===== config.mk =====
export PLATFORM = sky130hd
export DESIGN_NAME = arst_ctrl
export DESIGN_NICKNAME = d
export VERILOG_FILES = /design/src/arst_pkg.sv /design/src/arst_ctrl.sv
export SDC_FILE = /design/constraint.sdc
export NUM_CORES = 1
export LEC_CHECK = 0
export ABC_AREA = 1
export ABC_CLOCK_PERIOD_IN_PS = 2900
export BUFFER_PORTS_ARGS = -buffer_cell sky130_fd_sc_hd__buf_2
export CELL_PAD_IN_SITES_DETAIL_PLACEMENT = 2
export CELL_PAD_IN_SITES_GLOBAL_PLACEMENT = 2
export CORE_MARGIN = 3
export CORE_UTILIZATION = 25
export DETAILED_ROUTE_END_ITERATION = 8
export HOLD_SLACK_MARGIN = 0.08
export PLACE_DENSITY_LB_ADDON = 0.1
export REMOVE_ABC_BUFFERS = 1
export SYNTH_ARGS = -nofsm -noshare
export SYNTH_HDL_FRONTEND = slang
export SYNTH_SLANG_ARGS = --single-unit

===== constraint.sdc =====
create_clock -name clk_i -period 2.9 [get_ports clk_i]
set_input_delay 0.58 -clock clk_i [delete_from_list [all_inputs] [get_ports clk_i]]
set_output_delay 0.58 -clock clk_i [all_outputs]
set_load 0.02 [all_outputs]

===== src/arst_pkg.sv =====
// ----------------------------------------------------------------------------
// arst_pkg
// Shared types and constants for the address range symbol table: request and
// response beats, stored region entries, status codes and the
// controller/datapath interface.
// ----------------------------------------------------------------------------
package arst_pkg;

  // default table depth
  localparam int unsigned MAX_ENTRIES_DEF = 64;

  // field widths
  localparam int unsigned ADDR_W = 32;
  localparam int unsigned TAG_W  = 16;
  localparam int unsigned IDX_W  = 6;

  // request kinds
  typedef enum logic {
    REQ_ADD    = 1'b0,
    REQ_LOOKUP = 1'b1
  } req_type_e;

  // response status codes
  typedef enum logic [1:0] {
    ST_OK        = 2'd0,
    ST_NOT_FOUND = 2'd1,
    ST_FULL      = 2'd2
  } status_e;

  // request beat
  typedef struct packed {
    req_type_e          req_type;
    logic [ADDR_W-1:0]  address;
    logic [ADDR_W-1:0]  region_length;
    logic [TAG_W-1:0]   tag_in;
  } req_t;

  // response beat
  typedef struct packed {
    status_e            status;
    logic [IDX_W-1:0]   entry_index;
    logic [TAG_W-1:0]   tag_out;
  } rsp_t;

  // one stored region
  typedef struct packed {
    logic [ADDR_W-1:0]  base;
    logic [ADDR_W-1:0]  length;
    logic [TAG_W-1:0]   tag;
  } entry_t;

  // controller to datapath commands
  typedef struct packed {
    logic capture;     // latch the incoming request
    logic add;         // append the latched region
    logic scan_start;  // clear the lookup result and slot counter
    logic rd_issue;    // read the slot under the counter
    logic load_out;    // move the result into the output register
  } cmd_t;

  // datapath to controller status
  typedef struct packed {
    logic in_is_lookup;  // incoming beat is a lookup
    logic empty;         // no slot used yet
    logic scan_last;     // counter is on the last used slot
    logic out_free;      // output register can take a result
  } sts_t;

endpackage


===== src/arst_ctrl.sv =====
// ----------------------------------------------------------------------------
// arst_ctrl
// Sequencer for the region table: takes one request at a time, runs an
// append or a slot-by-slot scan, then hands the result to the output stage.
// ----------------------------------------------------------------------------
module arst_ctrl
  import arst_pkg::*;
(
  input  logic clk_i,
  input  logic rst_ni,
  input  logic in_valid_i,
  output logic in_stall_o,
  input  sts_t sts_i,
  output cmd_t cmd_o
);

  typedef enum logic [4:0] {
    S_IDLE = 5'b00001,
    S_ADD  = 5'b00010,
    S_SCAN = 5'b00100,
    S_LAST = 5'b01000,
    S_RESP = 5'b10000
  } state_e;

  state_e state_q, state_d;
  logic   accept;

  assign in_stall_o = (state_q != S_IDLE);
  assign accept     = in_valid_i && (state_q == S_IDLE);

  // next state and commands
  always_comb begin
    state_d = state_q;
    cmd_o   = '0;
    case (state_q)
      S_IDLE: begin
        if (accept) begin
          cmd_o.capture = 1'b1;
          if (sts_i.in_is_lookup) begin
            cmd_o.scan_start = 1'b1;
            state_d = sts_i.empty ? S_RESP : S_SCAN;
          end else begin
            state_d = S_ADD;
          end
        end
      end
      S_ADD: begin
        cmd_o.add = 1'b1;
        state_d   = S_RESP;
      end
      S_SCAN: begin
        cmd_o.rd_issue = 1'b1;
        if (sts_i.scan_last) begin
          state_d = S_LAST;
        end
      end
      // last read data is compared here
      S_LAST: begin
        state_d = S_RESP;
      end
      S_RESP: begin
        if (sts_i.out_free) begin
          cmd_o.load_out = 1'b1;
          state_d        = S_IDLE;
        end
      end
      default: begin
        state_d = S_IDLE;
      end
    endcase
  end

  // state register
  always_ff @(posedge clk_i or negedge rst_ni) begin
    if (!rst_ni) begin
      state_q <= S_IDLE;
    end else begin
      state_q <= state_d;
    end
  end

endmodule


Yosys cells after proc, flatten, opt, wreduce, memory -nomap -nowiden. Index checks and enable logic that the tools add are counted.

Equality and inequality tests: 9. Mux-type cells: 15. Reduce and logical (&&, ||, !) cells: 3.

Operators by type and width (number): $mux 5 (5); $pmux 5 s4 (1); $mux 1 (9); $ne 2x2->1 const B (3); $eq 5x1->1 const B (1); $eq 5x2->1 const B (1); $eq 5x3->1 const B (1); $eq 5x4->1 const B (1); $eq 5x5->1 const B (1); $ne 5x1->1 const B (1); $reduce_and 3->1 (1); $reduce_or 2->1 (1); $logic_and 1x1->1 (1).

Bits in registers: 5. Output and inout port bits: 6. Logic and storage cells: 28.

Logic depth before layout (Yosys ltp).
Word-level depth: 4. Mapped depth: 7.

Worst setup path after synthesis. No wires, ideal clock.

Path type: register -> output. Start: register state_q[0]. End: output port cmd_o[2] (netlist bit). Data arrival time: 1320 ps. Data required time: 2320 ps. Setup slack: 1000 ps. Stages on the path, launching flop included: 5. Path through: dfstp_2 inv_1 nor2_4 nand3_4 nor3_1.

RTL lines: from (decl) (RTL line arst_ctrl.sv:25) `state_e state_q, state_d;`; from (signal assigned) (RTL line arst_ctrl.sv:78) `state_q <= state_d;`; to (decl) (RTL line arst_ctrl.sv:14) `output cmd_t cmd_o`.

==> flow_metrics.py <==
metrics = {
    "detailed_routing": {
        "wl_met3_um": 41,
        "drt-initial-drc-count": 1,
        "top_layer_used": "met4",
        "ant_nets": 0,
        "wl_met1_um": 405,
        "wl_um": 1012,
        "drtPass1Iterations": 2,
        "wire_per_inst_um": 11.91,
        "drc": 0,
        "vias_per_cell": 4.435,
        "vias": 377,
        "wl_met2_um": 544,
    },
    "critical_path": {
        "cpLargestDelayFamily": "flip-flops",
        "critical_path_class": "flop to primary output",
        "path_cells": "inv_1 -> nor2_4 -> nand3_4 -> nor3_1 -> buf_2",
        "cp.required_ns": 2.32,
        "path_max_fanout": 6,
        "startpoint_type": "flop",
        "worst_ep_arrival_time_ns": 1.41,
        "cp.buffers_inverters": 2,
        "end_kind": "primary output",
        "crit_path_top_delay_cell": "dfstp_2",
        "worst_path_largest_cell_delay_ns": 0.54,
    },
    "clock_network": {
        "cts.sinks": 5,
        "hold_buffers": 0,
        "post_cts_buffers": 0,
        "htreeDepth": 1,
        "cts_buffers": 3,
        "path_clk_slew_ns": 0.04,
        "cts_tree": "yes",
        "ctsResizeCount": 0,
        "cts_root_buf": "clkbuf_4",
        "clk_latency_ns": 0.25,
        "cts_max_path_buffers": 2,
    },
    "yosys": {
        "yosysSeqAreaShare_pct": 33.67,
        "netlist_top_cells_area": "dfrtp_1 27%, inv_1 10%, nor2_1 10%, nand2_1 9.0%, dfstp_2 7.0%",
        "netlist-cell-type-count": 15,
        "muxShareOfSynthArea_pct": 0,
        "syn_inst": 54,
        "synth_compound_area_share_pct": 2.667,
        "yosys.area_share.adder_pct": 0,
        "synth_top_area_share_pct": 26.67,
        "synth_top_cell_by_area": "dfrtp_1",
        "synth_top_family_by_area": "simple AND/OR/NAND/NOR gates",
        "synth-simple-area-share_pct": 49.67,
        "ys_warn_count": 0,
        "synth_seq_cells": 5,
        "avgSynthCellArea_um2": 6.951,
        "mappedNetlistArea_um2": 375.4,
        "synthXorXnorAreaFrac_pct": 0,
    },
    "cells_and_area": {
        "seq_area_um2": 126.4,
        "multi_input_area_um2": 196.4,
        "drive_gt1_share_pct": 38.57,
        "nFillCells": 177,
        "largest_reg_flops": 5,
        "final_cell_area_um2": 480.5,
        "nNetsFinal": 78,
        "diodes": 0,
        "syn_to_final_growth_pct": 28.00,
        "top_regs": "state_q: 5 flops",
        "top_register": "state_q",
        "fin_util_pct": 35.59,
        "instances_no_fill": 85,
    },
    "timing": {
        "slew_viol_final": 0,
        "hold_viol": 0,
        "slew_headroom_pct": 85.03,
        "rsz0062_at_grt": "no",
        "fin_crit_ns": 1.994,
        "setup_viol": 0,
        "worst_pin_slew_ns": 0.2243,
        "max_freq_ghz": 0.5015,
        "finalCritPeriodShare_pct": 68.76,
        "fin_setup_tns_ns": 0,
        "fin_worst_skew_ns": 0.001070,
    },
    "power_and_ir_drop": {
        "fin_total_pwr_w": 0.0004883,
        "ir_drop_uv": 299.8,
        "p_leak_nw": 0.2940,
        "p_per_area_nw_per_um2": 1016,
    },
    "floorplanning": {
        "core_area_um2": 1350,
        "die_h_um": 44.75,
        "pin_count": 13,
        "dieArea_um2": 2003,
        "die_x_um": 44.75,
        "start_util_pct": 27.80,
        "row_count": 13,
    },
    "grt": {
        "grt_first_pass_wirelength_um": 1738,
        "overflow": 0,
        "grt_pass1_vias": 395,
        "grt_max_degree": 7,
        "antenna_found_initial": 0,
        "grtUsageTotal_pct": 12.66,
    },
    "worst_hold_path": {
        "hp-class": "input pin to async pin",
    },
    "status": {
        "outcome": "finished, final reports clean",
    },
    "placement": {
        "placed_area_um2": 454.2,
        "gp_congestion": 0.6857,
        "post-dp-hpwl_um": 863.4,
        "dp.cells": 81,
        "io_buffers": 12,
    },
    "run": {
        "drv_cap": 0,
    },
}
==> path summary, 6_finish.rpt <==
check	endpoint	startpoint	slack (ns)	depth (start not counted)
min reg2reg	state_q[4]	state_q[4]	0.64	2
max reg2reg	state_q[3]	state_q[0]	1.68	7
max	cmd_o[2]	state_q[0]	0.91	5
min in group clk_i	state_q[1]	sts_i[3]	0.63	4
min	state_q[2]	rst_ni	0.14	1
max in group asynchronous	state_q[0]	rst_ni	2.55	1
==> worst reg2reg max path, delay by kind of cell, from the launching register on <==
kind                   cells  cell delay [ns]
flip-flops                 1             0.54
AND/OR/NAND/NOR            5             0.45
buffers and inverters      2             0.11
==> Yosys cell counts, drive strengths merged <==
master,n
nor3,1
clkinv,1
o21ai,2
nor2,15
inv,13
nand2,9
nand3,5
dfstp,1
nand4,3
dfrtp,4
==> power by group <==
part	switching (W)	internal, W
Combinational	0.000188	0.0000899
Clock	0.0000317	0.0000522
Sequential	0.0000276	0.0000992
Total	0.000247	0.000241
==> area by class of cell <==
type                    instances  share of cell area (%)
clock buffers                   4                   5.469
well taps                      15                   3.906
flip-flops and latches          5                   26.30
inverters                      14                   10.94
repair buffers                 12                   12.50
multi-input cells              35                   40.89
==> cells in the final DEF, fill, tap and decap left out <==
| cell type | synthesis | final |
|---|---|---|
| nand4_1 | 1 | 1 |
| nor2_1 | 10 | 10 |
| inv_2 | 3 | 3 |
| nor3_1 | 1 | 1 |
| nand3_1 | 4 | 4 |
| clkinv_1 | 1 | 1 |
| o21ai_1 | 2 | 2 |
| inv_1 | 10 | 10 |
| buf_2 | 0 | 12 |
| dfstp_2 | 1 | 1 |
| clkbuf_4 | 0 | 3 |
| nand4_2 | 2 | 2 |
| nand2_1 | 9 | 9 |
| nor2_2 | 3 | 3 |
| nand3_4 | 1 | 1 |
| clkbuf_1 | 0 | 1 |
| nor2_4 | 2 | 2 |
| dfrtp_1 | 4 | 4 |
==> through the flow <==
stage	hold slack [ns]	setup slack, ns
after floorplan	0.2844	0.9996
after global placement	0.3988	1.204
after detailed placement	0.3995	1.167
after CTS	0.1275	0.8838
after global routing	0.1346	0.8182
final	0.1356	0.9058
==> kinds of logic (layout without fill, tap and decap cells) <==
family / Yosys count / in the layout
simple gates: 33 / 33
buf+inv: 14 / 30
flops: 5 / 5
compound gates: 2 / 2
==> metal layers <==
layer / vias to the layer above / track usage (%)
li1: 196 / -
met2: 10 / 21.78
met4: 0 / 9.036
met5: - / 0
met3: 3 / 2.390
met1: 168 / 13.73
No activity file was read; power rests on OpenSTA's default activity.
